`src/rtl/rlfe_pkg.sv`:
```
// ----------------------------------------------------------------------------
// rlfe_pkg
// Shared types and fixed widths for the linear RGB fade engine.
// ----------------------------------------------------------------------------
package rlfe_pkg;

    localparam int CHAN_W    = 8;
    localparam int STEP_W    = 6;
    localparam int DELAY_W   = 16;
    localparam int FADE_MS_W = 22;
    localparam int NUM_CHAN  = 3;

    localparam int RECIP_SHIFT = 28;

    typedef enum logic
    {
        MODE_SET  = 1'b0,
        MODE_TICK = 1'b1
    } mode_t;

    typedef logic [CHAN_W-1:0] chan_t;

endpackage

```
`src/rtl/rgb_linear_fade_engine.sv`:
```
// ----------------------------------------------------------------------------
// rgb_linear_fade_engine
// Scales the requested color by power and brightness, then fades linearly
// from the shown color to it in FADE_STEPS steps, or at once for a zero fade.
// ----------------------------------------------------------------------------
//  channel  signals                         payload
//  input    in_valid, in_stall (out)        set request or millisecond tick
//  output   out_valid, out_stall (in)       color, step_number, final_step
//
//  A request is taken every cycle unless in_stall is high.
//  Stage one registers the request with its scaled target and step delay,
//  stage two updates the fade state and loads the result register.
//  Reset clears all control state; brightness comes up at full scale.
//  A held result stalls the input only while stage one holds another request
//  that produces a result.
module rgb_linear_fade_engine
    import rlfe_pkg::*;
#(
    parameter int FADE_STEPS = 50
)
(
    input  logic                 clk,
    input  logic                 rst_n,
    input  logic                 in_valid,
    output logic                 in_stall,
    input  logic                 mode,
    input  logic                 update_power,
    input  logic                 power_on,
    input  logic                 update_brightness,
    input  logic [CHAN_W-1:0]    brightness_in,
    input  logic                 update_color,
    input  logic [CHAN_W-1:0]    red_in,
    input  logic [CHAN_W-1:0]    green_in,
    input  logic [CHAN_W-1:0]    blue_in,
    input  logic [FADE_MS_W-1:0] fade_ms,
    output logic                 out_valid,
    input  logic                 out_stall,
    output logic [CHAN_W-1:0]    out_red,
    output logic [CHAN_W-1:0]    out_green,
    output logic [CHAN_W-1:0]    out_blue,
    output logic [STEP_W-1:0]    step_number,
    output logic                 final_step
);

    localparam int REM_W    = (FADE_STEPS > 2) ? $clog2(FADE_STEPS) : 1;
    localparam int RECIP_W  = RECIP_SHIFT;
    localparam int MSPROD_W = FADE_MS_W + RECIP_W;
    localparam logic [RECIP_W-1:0] RECIP =
        RECIP_W'(((64'd1 << RECIP_SHIFT) + 64'(FADE_STEPS) - 64'd1) / 64'(FADE_STEPS));
    localparam logic [STEP_W-1:0] LAST_STEP  = STEP_W'(FADE_STEPS);
    localparam logic [REM_W:0]    STEPS_WIDE = (REM_W+1)'(FADE_STEPS);
    localparam int TAB_DEPTH = 1 << CHAN_W;

    // Quotient and remainder of every channel distance by the step count.
    chan_t            quo_tab [TAB_DEPTH];
    logic [REM_W-1:0] rem_tab [TAB_DEPTH];

    for (genvar g = 0; g < TAB_DEPTH; g++)
    begin : g_tab
        localparam int Q = g / FADE_STEPS;
        localparam int R = g % FADE_STEPS;
        assign quo_tab[g] = CHAN_W'(Q);
        assign rem_tab[g] = REM_W'(R);
    end

    // Stage one: stored settings, scaled target and step delay.
    logic        stored_power_reg;
    chan_t       stored_bright_reg;
    chan_t       stored_color_reg [NUM_CHAN];

    logic        s1_valid_reg;
    mode_t       s1_mode_reg;
    chan_t       s1_target_reg [NUM_CHAN];
    logic [DELAY_W-1:0] s1_delay_reg;
    logic        s1_zero_reg;

    logic        eff_power;
    chan_t       eff_bright;
    chan_t       eff_color [NUM_CHAN];
    chan_t       in_color  [NUM_CHAN];
    chan_t       scaled    [NUM_CHAN];
    logic [MSPROD_W-1:0]  ms_prod;
    logic [FADE_MS_W-1:0] ms_quo;
    logic [DELAY_W-1:0]   delay_sat;
    logic        in_take;
    logic        commit;

    assign in_color[0] = red_in;
    assign in_color[1] = green_in;
    assign in_color[2] = blue_in;

    assign in_take  = in_valid && !in_stall;
    assign in_stall = s1_valid_reg && !commit;

    assign eff_power  = update_power ? power_on : stored_power_reg;
    assign eff_bright = update_brightness ? brightness_in : stored_bright_reg;

    for (genvar c = 0; c < NUM_CHAN; c++)
    begin : g_scale
        logic [2*CHAN_W-1:0] prod;
        logic [2*CHAN_W:0]   sum;

        assign eff_color[c] = update_color ? in_color[c] : stored_color_reg[c];
        assign prod = eff_power ? (eff_bright * eff_color[c]) : '0;
        assign sum  = (2*CHAN_W+1)'(prod) + (2*CHAN_W+1)'(prod >> CHAN_W)
                    + (2*CHAN_W+1)'(1);
        assign scaled[c] = sum[2*CHAN_W-1:CHAN_W];
    end

    assign ms_prod   = MSPROD_W'(fade_ms) * MSPROD_W'(RECIP);
    assign ms_quo    = ms_prod[MSPROD_W-1:RECIP_SHIFT];
    assign delay_sat = (|ms_quo[FADE_MS_W-1:DELAY_W]) ? '1 : ms_quo[DELAY_W-1:0];

    always_ff @(posedge clk or negedge rst_n)
    begin
        if (!rst_n)
        begin
            stored_power_reg  <= 1'b0;
            stored_bright_reg <= '1;
            for (int c = 0; c < NUM_CHAN; c++)
            begin
                stored_color_reg[c] <= '0;
            end
            s1_valid_reg <= 1'b0;
        end
        else
        begin
            if (in_take)
            begin
                s1_valid_reg <= 1'b1;
                if (mode_t'(mode) == MODE_SET)
                begin
                    stored_power_reg  <= eff_power;
                    stored_bright_reg <= eff_bright;
                    for (int c = 0; c < NUM_CHAN; c++)
                    begin
                        stored_color_reg[c] <= eff_color[c];
                    end
                end
            end
            else if (commit)
            begin
                s1_valid_reg <= 1'b0;
            end
        end
    end

    always_ff @(posedge clk)
    begin
        if (in_take)
        begin
            s1_mode_reg  <= mode_t'(mode);
            s1_delay_reg <= delay_sat;
            s1_zero_reg  <= (ms_quo == '0);
            for (int c = 0; c < NUM_CHAN; c++)
            begin
                s1_target_reg[c] <= scaled[c];
            end
        end
    end

    // Stage two: fade state and result register.
    chan_t              shown_reg  [NUM_CHAN];
    chan_t              start_reg  [NUM_CHAN];
    chan_t              target_reg [NUM_CHAN];
    chan_t              qinc_reg   [NUM_CHAN];
    logic [REM_W-1:0]   rinc_reg   [NUM_CHAN];
    chan_t              qacc_reg   [NUM_CHAN];
    logic [REM_W-1:0]   racc_reg   [NUM_CHAN];
    logic               neg_reg    [NUM_CHAN];
    logic [STEP_W-1:0]  step_count_reg;
    logic [DELAY_W-1:0] tick_count_reg;
    logic [DELAY_W-1:0] step_delay_reg;
    logic               fading_reg;

    chan_t              shown_next  [NUM_CHAN];
    chan_t              start_next  [NUM_CHAN];
    chan_t              target_next [NUM_CHAN];
    chan_t              qinc_next   [NUM_CHAN];
    logic [REM_W-1:0]   rinc_next   [NUM_CHAN];
    chan_t              qacc_next   [NUM_CHAN];
    logic [REM_W-1:0]   racc_next   [NUM_CHAN];
    logic               neg_next    [NUM_CHAN];
    logic [STEP_W-1:0]  step_count_next;
    logic [DELAY_W-1:0] tick_count_next;
    logic [DELAY_W-1:0] step_delay_next;
    logic               fading_next;

    logic               out_valid_reg;
    chan_t              out_color_reg [NUM_CHAN];
    logic [STEP_W-1:0]  out_step_reg;
    logic               out_final_reg;
    chan_t              res_color [NUM_CHAN];
    logic [STEP_W-1:0]  res_step;
    logic               res_final;

    chan_t              cmd_val   [NUM_CHAN];
    chan_t              cmd_qinc  [NUM_CHAN];
    logic [REM_W-1:0]   cmd_rinc  [NUM_CHAN];
    logic               cmd_neg   [NUM_CHAN];
    chan_t              tick_val  [NUM_CHAN];
    chan_t              tick_qacc [NUM_CHAN];
    logic [REM_W-1:0]   tick_racc [NUM_CHAN];

    logic               is_cmd;
    logic [DELAY_W-1:0] tick_inc;
    logic               tick_hit;
    logic [STEP_W-1:0]  step_adv;
    logic               emit;

    assign is_cmd   = (s1_mode_reg == MODE_SET);
    assign tick_inc = tick_count_reg + DELAY_W'(1);
    assign tick_hit = fading_reg && (tick_inc >= step_delay_reg);
    assign step_adv = step_count_reg + STEP_W'(1);
    assign emit     = s1_valid_reg && (is_cmd || tick_hit);
    assign commit   = s1_valid_reg && (!emit || !out_valid_reg || !out_stall);

    for (genvar c = 0; c < NUM_CHAN; c++)
    begin : g_chan
        logic [CHAN_W:0]  diff;
        chan_t            mag;
        logic [CHAN_W:0]  cmd_sum;
        logic [REM_W:0]   rsum;
        logic             wrap;
        logic [CHAN_W:0]  tick_sum;

        assign diff        = {1'b0, s1_target_reg[c]} - {1'b0, shown_reg[c]};
        assign cmd_neg[c]  = diff[CHAN_W];
        assign mag         = cmd_neg[c] ? CHAN_W'(-diff) : diff[CHAN_W-1:0];
        assign cmd_qinc[c] = quo_tab[mag];
        assign cmd_rinc[c] = rem_tab[mag];
        assign cmd_sum     = cmd_neg[c]
                           ? ({1'b0, shown_reg[c]} - {1'b0, cmd_qinc[c]})
                           : ({1'b0, shown_reg[c]} + {1'b0, cmd_qinc[c]});
        assign cmd_val[c]  = s1_zero_reg ? s1_target_reg[c] : cmd_sum[CHAN_W-1:0];

        assign rsum         = {1'b0, racc_reg[c]} + {1'b0, rinc_reg[c]};
        assign wrap         = (rsum >= STEPS_WIDE);
        assign tick_racc[c] = wrap ? REM_W'(rsum - STEPS_WIDE) : rsum[REM_W-1:0];
        assign tick_qacc[c] = qacc_reg[c] + qinc_reg[c] + CHAN_W'(wrap);
        assign tick_sum     = neg_reg[c]
                            ? ({1'b0, start_reg[c]} - {1'b0, tick_qacc[c]})
                            : ({1'b0, start_reg[c]} + {1'b0, tick_qacc[c]});
        assign tick_val[c]  = tick_sum[CHAN_W-1:0];
    end

    always_comb
    begin
        step_count_next = step_count_reg;
        tick_count_next = tick_count_reg;
        step_delay_next = step_delay_reg;
        fading_next     = fading_reg;
        for (int c = 0; c < NUM_CHAN; c++)
        begin
            shown_next[c]  = shown_reg[c];
            start_next[c]  = start_reg[c];
            target_next[c] = target_reg[c];
            qinc_next[c]   = qinc_reg[c];
            rinc_next[c]   = rinc_reg[c];
            qacc_next[c]   = qacc_reg[c];
            racc_next[c]   = racc_reg[c];
            neg_next[c]    = neg_reg[c];
        end
        if (commit)
        begin
            if (is_cmd)
            begin
                step_delay_next = s1_delay_reg;
                tick_count_next = '0;
                step_count_next = s1_zero_reg ? LAST_STEP : STEP_W'(1);
                fading_next     = !s1_zero_reg;
                for (int c = 0; c < NUM_CHAN; c++)
                begin
                    start_next[c]  = shown_reg[c];
                    target_next[c] = s1_target_reg[c];
                    qinc_next[c]   = cmd_qinc[c];
                    rinc_next[c]   = cmd_rinc[c];
                    qacc_next[c]   = cmd_qinc[c];
                    racc_next[c]   = cmd_rinc[c];
                    neg_next[c]    = cmd_neg[c];
                    shown_next[c]  = cmd_val[c];
                end
            end
            else if (fading_reg)
            begin
                if (!tick_hit)
                begin
                    tick_count_next = tick_inc;
                end
                else
                begin
                    tick_count_next = '0;
                    step_count_next = step_adv;
                    fading_next     = (step_adv != LAST_STEP);
                    for (int c = 0; c < NUM_CHAN; c++)
                    begin
                        qacc_next[c]  = tick_qacc[c];
                        racc_next[c]  = tick_racc[c];
                        shown_next[c] = tick_val[c];
                    end
                end
            end
        end
    end

    always_comb
    begin
        if (is_cmd)
        begin
            res_step  = s1_zero_reg ? LAST_STEP : STEP_W'(1);
            res_final = s1_zero_reg;
            for (int c = 0; c < NUM_CHAN; c++)
            begin
                res_color[c] = cmd_val[c];
            end
        end
        else
        begin
            res_step  = step_adv;
            res_final = (step_adv == LAST_STEP);
            for (int c = 0; c < NUM_CHAN; c++)
            begin
                res_color[c] = tick_val[c];
            end
        end
    end

    always_ff @(posedge clk or negedge rst_n)
    begin
        if (!rst_n)
        begin
            step_count_reg <= '0;
            tick_count_reg <= '0;
            step_delay_reg <= '0;
            fading_reg     <= 1'b0;
            out_valid_reg  <= 1'b0;
            for (int c = 0; c < NUM_CHAN; c++)
            begin
                shown_reg[c]  <= '0;
                start_reg[c]  <= '0;
                target_reg[c] <= '0;
                qinc_reg[c]   <= '0;
                rinc_reg[c]   <= '0;
                qacc_reg[c]   <= '0;
                racc_reg[c]   <= '0;
                neg_reg[c]    <= 1'b0;
            end
        end
        else
        begin
            step_count_reg <= step_count_next;
            tick_count_reg <= tick_count_next;
            step_delay_reg <= step_delay_next;
            fading_reg     <= fading_next;
            for (int c = 0; c < NUM_CHAN; c++)
            begin
                shown_reg[c]  <= shown_next[c];
                start_reg[c]  <= start_next[c];
                target_reg[c] <= target_next[c];
                qinc_reg[c]   <= qinc_next[c];
                rinc_reg[c]   <= rinc_next[c];
                qacc_reg[c]   <= qacc_next[c];
                racc_reg[c]   <= racc_next[c];
                neg_reg[c]    <= neg_next[c];
            end
            if (commit && emit)
            begin
                out_valid_reg <= 1'b1;
            end
            else if (!out_stall)
            begin
                out_valid_reg <= 1'b0;
            end
        end
    end

    always_ff @(posedge clk)
    begin
        if (commit && emit)
        begin
            out_step_reg  <= res_step;
            out_final_reg <= res_final;
            for (int c = 0; c < NUM_CHAN; c++)
            begin
                out_color_reg[c] <= res_color[c];
            end
        end
    end

    assign out_valid   = out_valid_reg;
    assign out_red     = out_color_reg[0];
    assign out_green   = out_color_reg[1];
    assign out_blue    = out_color_reg[2];
    assign step_number = out_step_reg;
    assign final_step  = out_final_reg;

endmodule
```
`config.mk`:
```
export PLATFORM = sky130hd
export DESIGN_NAME = rgb_linear_fade_engine
export DESIGN_NICKNAME = d
export VERILOG_FILES = /design/src/rtl/rlfe_pkg.sv /design/src/rtl/rgb_linear_fade_engine.sv
export SDC_FILE = /design/constraint.sdc
export NUM_CORES = 2
export LEC_CHECK = 0
export ABC_AREA = 1
export BUFFER_PORTS_ARGS = -buffer_cell sky130_fd_sc_hd__buf_2
export CAP_MARGIN = 20
export CORE_MARGIN = 2
export CORE_UTILIZATION = 45
export CTS_BUF_LIST = sky130_fd_sc_hd__clkbuf_2 sky130_fd_sc_hd__clkbuf_4 sky130_fd_sc_hd__clkbuf_8
export DETAILED_ROUTE_END_ITERATION = 10
export GPL_ROUTABILITY_DRIVEN = 0
export HOLD_SLACK_MARGIN = 0.03
export SLEW_MARGIN = 10
export SYNTH_ARGS = -nofsm -noshare
export SYNTH_HDL_FRONTEND = slang
export SYNTH_SLANG_ARGS = --single-unit
```
`constraint.sdc`:
```
create_clock -name clk -period 6.35 [get_ports clk]
set_input_delay 0.3175 -clock clk [delete_from_list [all_inputs] [get_ports clk]]
set_output_delay 0.3175 -clock clk [all_outputs]
set_load 0.005 [all_outputs]
```
======== Word level (Yosys, flattened, before mapping) ========
Memories as Yosys holds them, arrays and structs flattened.
Index checks and enable logic that the tools add are counted.
W data, S select, Z words.
storage, ports and cells
  flip-flop bits (word level) ............. 234
  RAM bits ................................ 48
  memory bits (read-only) ................. 10752
  input bits .............................. 63
  word-level logic and storage cells ...... 190
  memories ................................ 8
cells by class
  add/subtract/negate cells ............... 38
  $mul .................................... 4
  magnitude comparators ................... 7
  equality and inequality tests ........... 5
  mux-type cells .......................... 65
  bitwise gates (word level) .............. 5
  reductions and logical operators ........ 21
memories
  memory            words  bits a word  read ports  clocked after Yosys merged registers in  wr ports  line                           source
  (name not given)  256    8            1           0                                        0         rgb_linear_fade_engine.sv:230  assign cmd_qinc[c] = quo_tab[mag];
  (name not given)  256    8            1           0                                        0         rgb_linear_fade_engine.sv:230
  (name not given)  256    8            1           0                                        0         rgb_linear_fade_engine.sv:230
  (name not given)  256    6            1           0                                        0         rgb_linear_fade_engine.sv:231  assign cmd_rinc[c] = rem_tab[mag];
  (name not given)  256    6            1           0                                        0         rgb_linear_fade_engine.sv:231
  (name not given)  256    6            1           0                                        0         rgb_linear_fade_engine.sv:231
  +2 memories       n/a    n/a          n/a         n/a                                      n/a       n/a
operators with widths
  kind                      number
  $mux W8                   22
  $mux W24                  7
  $mux W16                  6
  $mux W6                   14
  $add A8 B8 Y8             9
  $add A16 B1 Y16 const B   4
  $mux W18                  3
  $add A16 B8 Y16           3
  $mul A8 B8 Y16            3
  $sub A8 B8 Y8             6
  $mul A22 B22 Y44 const B  1
  $ge A9 B9 Y1 const B      3
  $not A8 Y9                3
  $sub A8 B8 Y9             3
  $add A8 B1 Y8             3
  $neg A8 Y8                3
  $logic_not A22 Y1         1
  $add A6 B6 Y7             3
  $ge A7 B6 Y1 const B      3
  $sub A6 B6 Y6 const B     3
  $ge A16 B16 Y1            1
  $mux W1                   13
  $add A6 B1 Y6 const B     1
  $eq A6 B6 Y1 const B      1
  other kinds (9)           26

======== Logic depth before layout (Yosys ltp) ========
  word-level depth ........................ 15
  depth in mapped cells ................... 42

======== Worst setup path after synthesis ========
Ideal clock, no wire load.
  path kind ............................... input -> register
  from .................................... input port update_brightness
  to ...................................... memory s1_target_reg[0][22] (netlist bit) (data pin)
  arrival time ............................ 6.018 ns
  path slack .............................. 0.080 ns
  cell stages on the path ................. 35
  path buffers ............................ 2
  cells stage by stage .................... buf_2 > inv_1 > or2_2 > o21ai_1 > clkinv_1 > clkbuf_1 > nand2_1 > fa_1 > fa_1 > fa_1 > fa_1 > inv_1 > ha_1 > nand2_1 > inv_1 > a21oi_1 > nand2_1 > nand2_1 > nand2_1 > a21oi_1 > inv_1 > nand2_1 > nand2_1 > nand2_1 > nand3b_1 > nand3_1 > inv_1 > ha_1 > inv_1 > nor3_1 > nand2_1 > a31oi_1 > nand2_1 > nand2_1 > nand2_1
RTL lines
  element             line                          source
  start: declaration  rgb_linear_fade_engine.sv:29  input logic update_brightness,
  end: declaration    rgb_linear_fade_engine.sv:73  chan_t s1_target_reg [NUM_CHAN];

==> flow_summary_export.csv <==
group,metric,value,unit
sta,clock.fmax,0.1654,GHz
synth,yosysTopAreaCell,"ha_1",
synth,ys.flop_type,"dfrtp_1",
sta,setup_viol,0,
die,pin_count,96,
clocking,clkLatencyLatePin,0.66,ns
route,ant_nets,0,
clocking,cts_buffers,52,
synth,synthCells,4873,
synth,ys_warn_count,0,
clocking,root_buffer,"clkbuf_8",
route,wirelength,94.53,mm
sta,fin_crit_sh,95.20,%
route,drtIter0Drc,2105,
clocking,cts_buffer_depth,3,
place,dp_hpwl,75.33,mm
synth,synth_common_cells,"1114 x nand2_1, 958 x inv_1, 521 x ha_1, 357 x nor2_1, 314 x o21ai_0",
status,status,"complete, no violations",
route,via_per_inst,5.045,
sta,post-route-min-period,6.045,ns
die,die_h,289.0,um
sta,slew_viol_final,0,
global_routing,grt_pass1_vias,30478,
route,routedWlPerCell,15.36,um
synth,ys_seq_area_share,19.30,%
clocking,htree_num_levels,2,
critical_path,worstPathArrival,6.43,ns
synth,synthArstFlopShare,72.66,%
die,core,0.08055,mm^2
global_routing,grt_max_degree,91,
sta,rsz0062_at_grt,"true",
final_layout,drive_gt1_share,9.169,%
global_routing,overflow,0,
die,initial_core_util,45.39,%
min_path,hold_class,"in -> reg",
synth,syn-num-nets,5761,
sta,fin_skew,0.04187,ns
synth,synth_seq_cells,267,
global_routing,grt_pass1_wl,155.5,mm
job,cap_violations,0,
global_routing,grtUsageTotal,22.94,%
sta,worstMarginPinSlew,0.9208,ns
synth,syn_area,0.03656,mm^2
synth,synth_top_area_share,17.83,%
clocking,clock_sinks,267,
route,via_count,31047,
global_routing,antenna_found_initial,1,
final_layout,final_util,49.99,%
synth,synth_area_leaders,"ha_1 18%, fa_1 17%, dfrtp_1 13%",
route,drc_errors,0,
synth,synth_cell_type_count,61,
final_layout,fin_nets,5937,
synth,synth_edf_count,73,
route,firstDrtPassIters,6,
synth,synth_most_common_cell,"nand2_1",
critical_path,path_max_fanout,13,
die,die_x,289.0,um
sta,hold_viol_final,0,
die,die-area,0.08355,mm^2
final_layout,syn2layout_area_growth,10.12,%
critical_path,critPathRequiredTime,6.74,ns
synth,syn_avg_cell_area,7.503,um^2
clocking,cts_tree,"built",
clocking,clk_pin_slew,0.06,ns
die,rows,104,
critical_path,worst_setup_path_end_kind,"flip-flop",
critical_path,critPathKind,"reg -> reg",
place,port_buffers,95,
critical_path,critical_path.startpoint_type,"flip-flop",
sta,slew-limit-headroom,38.55,%
## final timing paths
check / to / slack, ns / from / cells past startpoint
min in group asynchronous: qacc_reg[20] / 0.26 / rst_n / 2
setup / recovery: s1_target_reg[0][22] / 0.30 / stored_bright_reg[5] / 27
max in group asynchronous: stored_color_reg[3] / 4.71 / rst_n / 3
hold / removal: stored_color_reg[9] / 0.11 / green_in[1] / 5
setup reg to reg: s1_target_reg[0][22] / 0.30 / stored_bright_reg[5] / 27
hold reg to reg: step_delay_reg[12] / 0.45 / s1_delay_reg[12] / 2
## critical path: stages (launching register included)
cell and delay (ns):
dfstp_2 0.58, nand2_1 0.08, nand2_2 0.11, buf_12 0.15, nand2_1 0.08, fa_1 0.53, fa_1 0.58, fa_1 0.43
fa_1 0.49, inv_1 0.04, ha_1 0.32, inv_1 0.12, o21ai_0 0.09, a21oi_1 0.17, inv_1 0.06, nand2_1 0.06
o2111ai_1 0.15, or2_2 0.31, nand3_1 0.12, inv_1 0.10, ha_1 0.30, nand2_1 0.12, nor3_4 0.24, nand2_2 0.11
a31oi_4 0.25, nand2_1 0.07, nand2_1 0.06, nand2_1 0.04
## metrics by stage
step	worst slack [ns]	TNS [ns]	area (um^2)	cells	hold WS (ns)
finish	0.3050	0	40260	6154	0.1086
global route	-0.08383	-0.4562	40260	6154	0.1800
CTS	0.1431	0	39980	6142	0.07136
detailed placement	-0.07320	-0.1270	38810	6040	0.4157
global placement	-0.0001119	-0.0001119	38810	6040	0.4126
floorplan	0.07963	0	36560	4873	0.02191
## repair_timing
item / in CTS / in global routing
buffers inserted: 0 / 8
setup endpoints to repair: 0 / 31
hold buffers: 4 / 0
hold endpoints to repair: 92 / 0
gates resized for setup: 0 / 44
## placed cells by master, fill, tap and decap left out, types with 31 or more instances in the layout
| master | synthesis | final |
|---|---|---|
| nand2_1 | 1114 | 1109 |
| inv_1 | 958 | 951 |
| ha_1 | 521 | 518 |
| nor2_1 | 357 | 354 |
| o21ai_0 | 314 | 305 |
| fa_1 | 304 | 304 |
| nand3_1 | 250 | 246 |
| a21oi_1 | 210 | 203 |
| dfrtp_1 | 186 | 186 |
| buf_4 | 6 | 115 |
| buf_2 | 21 | 94 |
| edfxtp_1 | 73 | 73 |
| xor2_1 | 63 | 63 |
| clkbuf_8 | 0 | 55 |
| o21ai_1 | 41 | 49 |
| o211ai_1 | 33 | 33 |
| nand4_1 | 31 | 31 |
## logic make-up after synthesis
group | Yosys count | share of synthesized area [%]
AOI/OAI and AO/OA | 719 | 11.01
xor gates and xnor gates | 93 | 2.248
adders and majority gates | 825 | 34.47
buffers and inverters | 1081 | 11.44
DFF | 267 | 19.30
and+or+nand+nor | 1888 | 21.52
## layer usage
metal  part of all wire, %  track usage [%]  wire, um  vias to the layer above
li1                      -                -         -                    15845
met2                    44            36.67     41690                      655
met3                   4.6            2.827      4331                      119
met1                    49            33.36     46700                    14428
met5                     0                0         0                        -
met4                   1.9            4.755      1807                        0
## layout make-up
type                    instances  area (um^2)
diodes                          1        2.502
clock buffers                  70        869.6
clock inverters                28        257.7
fillers                      8034        40280
inverters                     980         3690
multi-input cells            3526        25510
flip-flops and latches        267         7057
well taps                    1060         1326
repair buffers                222         1545
Power is left out: the tool's default activity adds up to more than one toggle a clock period on the data nets, which glitch-free logic cannot reach.
